<file path="src/rtl/tkst_pkg.sv">
`timescale 1ns / 1ps
// ----------------------------------------------------------------------------
// tkst_pkg
// shared types, widths and helpers of the top-k seed tracker
// ----------------------------------------------------------------------------
package tkst_pkg;

  localparam int LIST_DEPTH = 10;
  localparam int IDX_W      = (LIST_DEPTH > 1) ? $clog2(LIST_DEPTH) : 1;
  localparam int CNT_W      = $clog2(LIST_DEPTH + 1);

  localparam int SEED_W  = 31;
  localparam int KEY_W   = 63;
  localparam int SLOT_W  = 4;
  localparam int RANK_W  = 4;
  localparam int FILL_W  = 5;

  localparam int IN_FIELDS_W = SEED_W + KEY_W + SLOT_W;
  localparam int IN_DATA_W   = ((IN_FIELDS_W + 7) / 8) * 8;

  // configuration register indexes
  localparam int CFG_ADDR_W = 1;
  localparam logic [CFG_ADDR_W-1:0] REG_ORDER_MODE = 1'b0;
  localparam logic [CFG_ADDR_W-1:0] REG_BEST_INIT  = 1'b1;

  localparam logic [KEY_W-1:0] BEST_INIT_RESET = {KEY_W{1'b1}};

  // input action codes
  localparam logic ACT_OFFER = 1'b0;
  localparam logic ACT_READ  = 1'b1;

  typedef struct packed {
    logic [SEED_W-1:0] seed;
    logic [KEY_W-1:0]  key;
  } entry_t;

  // result beat, first field in the highest bits
  typedef struct packed {
    logic [KEY_W-1:0]  best_value;
    logic [KEY_W-1:0]  entry_key;
    logic [SEED_W-1:0] entry_seed;
    logic              entry_valid;
    logic [FILL_W-1:0] fill_count;
    logic [RANK_W-1:0] rank;
    logic              accepted;
  } out_beat_t;

  localparam int OUT_DATA_W = $bits(out_beat_t);

  // mode 0: smaller is better, mode 1: larger is better
  function automatic logic is_better(input logic [KEY_W-1:0] a,
                                     input logic [KEY_W-1:0] b,
                                     input logic             mode);
    is_better = mode ? (a > b) : (a < b);
  endfunction

endpackage

</file>
<file path="src/rtl/top_k_seed_tracker_core.sv">
`timescale 1ns / 1ps
// ----------------------------------------------------------------------------
// top_k_seed_tracker_core
// keeps the best (seed, key) pairs sorted in a small ram and tracks a best key
// ----------------------------------------------------------------------------
// offer: one ram pass over the filled entries, then a tail step; when the
//   list is full a check against the last entry comes first (rejects stop there)
// read: one ram read, skipped when the slot is beyond the fill
// one item in flight; the next beat is taken once the result is registered
// reset empties the list, sets mode 0 and the running best to the max key
// ----------------------------------------------------------------------------
module top_k_seed_tracker_core import tkst_pkg::*; (
  input  logic                     clk_i,
  input  logic                     rst_ni,
  input  logic                     s_axis_tvalid,
  output logic                     s_axis_tready,
  input  logic [IN_DATA_W-1:0]     s_axis_tdata,  // seed, key, slot, zero pad
  input  logic                     s_axis_tuser,  // action
  output logic                     m_axis_tvalid,
  input  logic                     m_axis_tready,
  output logic [OUT_DATA_W-1:0]    m_axis_tdata,  // accepted, rank, fill_count,
                                                  // entry_valid, entry_seed,
                                                  // entry_key, best_value
  input  logic                     cfg_we_i,
  input  logic [CFG_ADDR_W-1:0]    cfg_addr_i,
  input  logic [KEY_W-1:0]         cfg_data_i
);

  typedef enum logic [2:0] {
    ST_IDLE,
    ST_CHECK,
    ST_SCAN,
    ST_TAIL,
    ST_RD,
    ST_DONE
  } state_e;

  state_e             state_q, state_d;
  logic [CNT_W-1:0]   cnt_q, cnt_d;
  logic [IDX_W-1:0]   idx_q, idx_d;
  logic [IDX_W-1:0]   pos_q, pos_d;
  logic               found_q, found_d;
  entry_t             carry_q, carry_d;
  entry_t             item_q, item_d;
  logic               mode_q, mode_d;
  logic [KEY_W-1:0]   best_q, best_d;
  out_beat_t          res_q, res_d;
  logic               out_valid_q, out_valid_d;
  out_beat_t          out_q, out_d;

  entry_t             mem_q [LIST_DEPTH];
  entry_t             rd_data_q;
  logic               rd_en;
  logic [IDX_W-1:0]   rd_addr;
  logic               mem_we;
  logic [IDX_W-1:0]   mem_waddr;
  entry_t             mem_wdata;

  logic               s_fire;
  logic               full;
  logic               last_idx;
  logic [SLOT_W-1:0]  in_slot;

  assign s_axis_tready = (state_q == ST_IDLE);
  assign s_fire        = s_axis_tvalid && s_axis_tready;
  assign full          = (cnt_q == CNT_W'(LIST_DEPTH));
  assign last_idx      = ((CNT_W'(idx_q) + CNT_W'(1)) == cnt_q);
  assign in_slot       = s_axis_tdata[SEED_W+KEY_W +: SLOT_W];

  assign m_axis_tvalid = out_valid_q;
  assign m_axis_tdata  = out_q;

  always_comb begin
    state_d     = state_q;
    cnt_d       = cnt_q;
    idx_d       = idx_q;
    pos_d       = pos_q;
    found_d     = found_q;
    carry_d     = carry_q;
    item_d      = item_q;
    mode_d      = mode_q;
    best_d      = best_q;
    res_d       = res_q;
    out_valid_d = out_valid_q;
    out_d       = out_q;
    rd_en       = 1'b0;
    rd_addr     = '0;
    mem_we      = 1'b0;
    mem_waddr   = '0;
    mem_wdata   = item_q;

    if (out_valid_q && m_axis_tready) begin
      out_valid_d = 1'b0;
    end

    unique case (state_q)
      ST_IDLE: begin
        if (s_fire) begin
          item_d.seed = s_axis_tdata[SEED_W-1:0];
          item_d.key  = s_axis_tdata[SEED_W +: KEY_W];
          found_d     = 1'b0;
          idx_d       = '0;
          res_d       = '0;
          if (s_axis_tuser == ACT_READ) begin
            res_d.rank = in_slot;
            if (FILL_W'(in_slot) < FILL_W'(cnt_q)) begin
              rd_en   = 1'b1;
              rd_addr = in_slot[IDX_W-1:0];
              state_d = ST_RD;
            end else begin
              state_d = ST_DONE;
            end
          end else if (cnt_q == '0) begin
            state_d = ST_TAIL;
          end else if (full) begin
            rd_en   = 1'b1;
            rd_addr = IDX_W'(LIST_DEPTH - 1);
            state_d = ST_CHECK;
          end else begin
            rd_en   = 1'b1;
            rd_addr = '0;
            state_d = ST_SCAN;
          end
        end
      end
      ST_CHECK: begin
        if (is_better(item_q.key, rd_data_q.key, mode_q)) begin
          rd_en   = 1'b1;
          rd_addr = '0;
          state_d = ST_SCAN;
        end else begin
          state_d = ST_DONE;
        end
      end
      ST_SCAN: begin
        if (!found_q) begin
          if (is_better(item_q.key, rd_data_q.key, mode_q)) begin
            mem_we    = 1'b1;
            mem_waddr = idx_q;
            mem_wdata = item_q;
            carry_d   = rd_data_q;
            found_d   = 1'b1;
            pos_d     = idx_q;
          end
        end else begin
          mem_we    = 1'b1;
          mem_waddr = idx_q;
          mem_wdata = carry_q;
          carry_d   = rd_data_q;
        end
        if (last_idx) begin
          state_d = ST_TAIL;
        end else begin
          rd_en   = 1'b1;
          rd_addr = idx_q + IDX_W'(1);
          idx_d   = idx_q + IDX_W'(1);
        end
      end
      ST_TAIL: begin
        if (!found_q) begin
          mem_we    = 1'b1;
          mem_waddr = cnt_q[IDX_W-1:0];
          mem_wdata = item_q;
          res_d.rank = RANK_W'(cnt_q);
        end else begin
          if (!full) begin
            mem_we    = 1'b1;
            mem_waddr = cnt_q[IDX_W-1:0];
            mem_wdata = carry_q;
          end
          res_d.rank = RANK_W'(pos_q);
        end
        if (!full) begin
          cnt_d = cnt_q + CNT_W'(1);
        end
        if (is_better(item_q.key, best_q, mode_q)) begin
          best_d = item_q.key;
        end
        res_d.accepted = 1'b1;
        state_d        = ST_DONE;
      end
      ST_RD: begin
        res_d.entry_valid = 1'b1;
        res_d.entry_seed  = rd_data_q.seed;
        res_d.entry_key   = rd_data_q.key;
        state_d           = ST_DONE;
      end
      ST_DONE: begin
        if (!out_valid_q || m_axis_tready) begin
          out_valid_d      = 1'b1;
          out_d            = res_q;
          out_d.fill_count = FILL_W'(cnt_q);
          out_d.best_value = best_q;
          state_d          = ST_IDLE;
        end
      end
      default: state_d = ST_IDLE;
    endcase

    if (cfg_we_i) begin
      unique case (cfg_addr_i)
        REG_ORDER_MODE: mode_d = cfg_data_i[0];
        REG_BEST_INIT:  best_d = cfg_data_i;
        default: ;
      endcase
    end
  end

  always_ff @(posedge clk_i or negedge rst_ni) begin
    if (!rst_ni) begin
      state_q     <= ST_IDLE;
      cnt_q       <= '0;
      idx_q       <= '0;
      pos_q       <= '0;
      found_q     <= 1'b0;
      mode_q      <= 1'b0;
      best_q      <= BEST_INIT_RESET;
      out_valid_q <= 1'b0;
    end else begin
      state_q     <= state_d;
      cnt_q       <= cnt_d;
      idx_q       <= idx_d;
      pos_q       <= pos_d;
      found_q     <= found_d;
      mode_q      <= mode_d;
      best_q      <= best_d;
      out_valid_q <= out_valid_d;
    end
  end

  always_ff @(posedge clk_i) begin
    carry_q <= carry_d;
    item_q  <= item_d;
    res_q   <= res_d;
    out_q   <= out_d;
  end

  // list ram, one write and one registered read port
  always_ff @(posedge clk_i) begin
    if (mem_we) begin
      mem_q[mem_waddr] <= mem_wdata;
    end
    if (rd_en) begin
      rd_data_q <= mem_q[rd_addr];
    end
  end

  assert property (@(posedge clk_i) disable iff (!rst_ni)
    cnt_q <= CNT_W'(LIST_DEPTH))
    else $error("fill count above list depth");

  assert property (@(posedge clk_i) disable iff (!rst_ni)
    mem_we |-> (CNT_W'(mem_waddr) < CNT_W'(LIST_DEPTH)))
    else $error("ram write beyond list depth");

  assert property (@(posedge clk_i) disable iff (!rst_ni)
    (mem_we && rd_en) |-> (mem_waddr != rd_addr))
    else $error("ram read and write collide on one entry");

  assert property (@(posedge clk_i) disable iff (!rst_ni)
    cnt_q >= $past(cnt_q))
    else $error("fill count went down");

  assert property (@(posedge clk_i) disable iff (!rst_ni)
    (state_q == ST_TAIL) |=> (state_q == ST_DONE && res_q.accepted && cnt_q != '0))
    else $error("accepted offer left list empty");

endmodule
</file>
<file path="config.mk">
export PLATFORM = sky130hd
export DESIGN_NAME = top_k_seed_tracker_core
export DESIGN_NICKNAME = d
export VERILOG_FILES = /design/src/rtl/tkst_pkg.sv /design/src/rtl/top_k_seed_tracker_core.sv
export SDC_FILE = /design/constraint.sdc
export NUM_CORES = 2
export LEC_CHECK = 0
export BUFFER_PORTS_ARGS = -buffer_cell sky130_fd_sc_hd__buf_2
export CORE_MARGIN = 2
export CORE_UTILIZATION = 35
export CTS_BUF_LIST = sky130_fd_sc_hd__clkbuf_16
export DETAILED_ROUTE_END_ITERATION = 6
export SLEW_MARGIN = 20
export SYNTH_ARGS = -nofsm -noshare
export SYNTH_HDL_FRONTEND = slang
export SYNTH_SLANG_ARGS = --single-unit
export TNS_END_PERCENT = 5
</file>
<file path="constraint.sdc">
create_clock -name clk_i -period 36.8 [get_ports clk_i]
set_input_delay 3.68 -clock clk_i [delete_from_list [all_inputs] [get_ports clk_i]]
set_output_delay 3.68 -clock clk_i [all_outputs]
set_load 0.03 [all_outputs]
</file>
==> out/summary.txt <==
====================================================================================================
Run status                                                                              finished, final reports clean
Cell chain of the critical path                                                         buf_2, ha_1, a21oi_1, o21ai_1, o22ai_1, a21o_4, nand2b_1, nor2_4, buf_4, buf_4, a32o_1, a311oi_1
Number of vias per cell                                                                         5.09
Number of failing hold endpoints at the final stage                                                0
Number of register bits inferred by synthesis                                                   1570
Wire length on met2                                                                         76700 µm
Start-to-end type of the worst setup path                                                  in -> reg
Die Height                                                                                    425 µm
All-layer global routing usage                                                                 17.0%
Hold-critical path endpoint                                                             m_axis_tdata[61]
Number of antenna violations at the first check in global routing                                  9
Power density of the placed cells                                                        72.4 nW/µm²
Sequential element share of the synthesized area                                               75.6%
Setup Skew                                                                                   38.6 ps
Detailed-routing wirelength on met1                                                         66400 µm
Number of ports placed on the die boundary                                                       344
Most common cell type on the critical path                                              sky130_fd_sc_hd__buf_4
Max FO, Critical Path                                                                             46
Slew Limit Fails                                                                                   0
Signal arrival time at the worst endpoint                                                    8340 ps
Number of enable-type register cells in the synthesized netlist                                 1489
Biggest area contributors in the synthesized netlist                                    sky130_fd_sc_hd__edfxtp_1 72%, sky130_fd_sc_hd__nand2_1 4.8%, sky130_fd_sc_hd__ha_1 2.7%
Top cell type's share of synthesized area                                                      72.2%
Final Net Count                                                                                 4736
Total of max-cap violations                                                                        0
Final cycle utilization of the critical path                                                   21.4%
Area Growth Syn to Fin                                                                         15.4%
CTS Hold Buffers Added                                                                             0
Warning count from the yosys run                                                                   0
X dimension of the die                                                                        425 µm
Port bufs                                                                                        336
Synthesized netlist net count                                                                   4387
Summed instance area of the synthesized netlist                                            61900 µm²
GR Overflow Total                                                                                  0
Mean routed wirelength per cell                                                              22.6 µm
Drt pass-1 iters                                                                                   5
Floorplan Core Area                                                                       176000 µm²
Fraction of final layout cells with drive strength greater than 1                              17.9%
Setup violators final                                                                              0
Final core utilization                                                                         40.6%
Fin crit period                                                                              7870 ps
Estimated wirelength of the detail-placed design                                            87500 µm
Destination of the worst register-to-register timing path                               mem_q[3][68]
Hold path startpoint                                                                       res_q[61]
Total via count in the routed design                                                           35182
RePlAce Congestion                                                                             0.792
Count of antenna-violating nets left after detailed routing                                        0
Count of cells along the worst hold path                                                           0
CP Data Required Time                                                                       37270 ps
Pin count of the biggest net entering global routing                                             149
Floorplan die area                                                                        180000 µm²
Number of cells on the worst reg-to-reg path                                                      11
CTS tree                                                                                        done
Leading register cell type out of synthesis                                             sky130_fd_sc_hd__edfxtp_1
Slowest CP cell                                                                         sky130_fd_sc_hd__buf_4
Wire length of the first global-routing pass                                               229000 µm
CTS Sinks                                                                                       1570
Critical Path Max Stage Delay                                                                 720 ps
Insertion delay of the later-clocked pin in the worst-skew pair                               810 ps
Worst slew margin                                                                              23.5%
TNS Setup                                                                                       0 ps
Highest routed metal layer                                                                      met5
Effective utilization at floorplan                                                             35.2%
Initial drt markers                                                                             2972
Top cell type by total area after synthesis                                             sky130_fd_sc_hd__edfxtp_1
Number of placement rows                                                                         154
Fmax                                                                                         127 MHz
WL met3                                                                                      8750 µm
Cell chosen for the clock root                                                          sky130_fd_sc_hd__clkbuf_16
Leakage power figure                                                                         25.1 nW
Pre-CTS setup slack                                                                         28170 ps
Clock-pin slew reported for the worst setup and hold paths after clock tree synthesis          60 ps
Number of buffers created by CTS                                                                 160
Worst reg-to-reg setup slack                                                                30600 ps
Final routed DRC violation total                                                                   0
H-tree depth                                                                                       4
Number of standard cells after synthesis                                                        4080
RSZ-0062 raised after global routing                                                              no
Worst Max-Slew Pin Slew                                                                      1150 ps
Worst r2r src                                                                             item_q[62]
Async set or reset register ratio after synthesis                                              5.16%
Post-CTS sizing                                                                                    0
Post-CTS setup-driven buffer insertion count                                                       0
Least setup slack across all paths after layout                                             28930 ps
Worst hold-check path type                                                                reg -> reg
Mean post-synth cell area                                                                   15.2 µm²
Category of the worst setup path capture point                                                  flop
Vias in the first global route                                                                 34805
Post-detailed-routing wire length                                                          156000 µm
Count of different cell masters after synthesis                                                   72
Max VDD drop                                                                                 44.4 µV
Setup crit start kind                                                                     input port
Maximum clock path buffer count                                                                    3
Final total power                                                                            5.17 mW
====================================================================================================
## worst max-delay path by stage
stage,startpoint,to,slack (ps)
global route,s_axis_tdata[95],rd_data_q[83],28810
global placement,s_axis_tdata[95],rd_data_q[64],28180
floorplan,item_q[52],mem_q[8][0],23980
detailed placement,s_axis_tdata[95],rd_data_q[83],28170
CTS,s_axis_tdata[95],rd_data_q[64],29050
finish,s_axis_tdata[95],rd_data_q[64],28930
## cells by family after synthesis
group	after synthesis	share of synthesized area [%]
AO/OA/AOI/OAI	500	5.75
XOR/XNOR	9	0.150
adder cells (fa/ha/maj)	133	2.69
buffers and inverters	349	2.47
flip-flops	1570	75.6
multiplexers	263	4.46
other	1	0.00606
AND/OR/NAND/NOR	1255	8.85
## layout by cell type (no fill, tap or decap), drive strengths merged, types with 5 or more instances in the layout
master  synthesis  layout
and2           97      97
nor2           80      80
mux2i         162     162
o31ai           6       6
xnor2           5       5
nor3            7       7
a21oi         205     205
edfxtp       1489    1489
dfrtp          18      18
clkbuf        111     162
nand3         210     210
o21ai          29      29
nand4          26      26
inv           140     184
clkinv          0      76
nand2         790     790
bufinv          0      13
o21a            5       5
buf            98     396
ha            133     133
nor2b           7       7
mux2          101     101
a21o           25      25
nand3b          5       5
dfstp          63      63
a311oi         92      92
o211ai          5       5
a32o           93      93
and3            6       6
a211oi          8       8
or3             5       5
## final cells by class
cell class	instances	area [µm²]
multi-input combinational	2161	13800
sequential	1570	46800
antenna	3	7.51
clock buffer	162	4050
fill	15855	104000
inverter	140	531
timing repair buffer	396	2170
clock inverter	136	1150
tap	2340	2930
## routing by layer
layer  vias to the layer above  track usage [%]
met2                      1106             28.4
met1                     17870             22.6
li1                      15975                -
met5                         -                0
met3                       225             2.78
met4                         6             5.53
## synth_stat cells (11+ instances only)
master                     count
sky130_fd_sc_hd__edfxtp_1   1489
sky130_fd_sc_hd__nand2_1     790
sky130_fd_sc_hd__nand3_1     210
sky130_fd_sc_hd__a21oi_1     205
sky130_fd_sc_hd__mux2i_1     162
sky130_fd_sc_hd__inv_1       140
sky130_fd_sc_hd__ha_1        133
sky130_fd_sc_hd__clkbuf_1    111
sky130_fd_sc_hd__mux2_2       97
sky130_fd_sc_hd__and2_1       96
sky130_fd_sc_hd__a32o_1       93
sky130_fd_sc_hd__a311oi_1     92
sky130_fd_sc_hd__nor2_1       80
sky130_fd_sc_hd__buf_2        76
sky130_fd_sc_hd__dfstp_2      63
sky130_fd_sc_hd__o21ai_0      26
sky130_fd_sc_hd__a21o_1       24
sky130_fd_sc_hd__nand4_1      24
sky130_fd_sc_hd__dfrtp_1      18
sky130_fd_sc_hd__buf_1        11
## through the flow
step,area [µm²],cells,hold slack (ps)
floorplan,61900,4080,400
global placement,66200,6607,403
detailed placement,66200,6607,405
CTS,71400,6905,401
global route,71400,6908,414
finish,71400,6908,412
## report_power, final
group | total, mW | switching (mW) | internal [mW]
Combinational | 1.01 | 0.714 | 0.301
Sequential | 2.56 | 0.148 | 2.42
Clock | 1.59 | 0.695 | 0.899
Total | 5.17 | 1.56 | 3.62
## worst max-delay path: cells and delay by family
family / cells / cell delay, ps
adder cells (fa/ha/maj): 1 / 280
AND/OR/NAND/NOR: 2 / 1020
buffers and inverters: 3 / 1470
AO/OA/AOI/OAI: 6 / 1770
## sequential cells by signal (all words and copies together) (netlist names)
name           flops
m_axis_tvalid      1
mode_q             1
cnt_q              4
idx_q              4
pos_q              4
mem_q            940
rd_data_q         94
m_axis_tdata     167
state_q            3
found_q            1
carry_q           94
item_q            94
res_q            100
best_q            63
No activity file was read; power rests on OpenSTA's default activity.
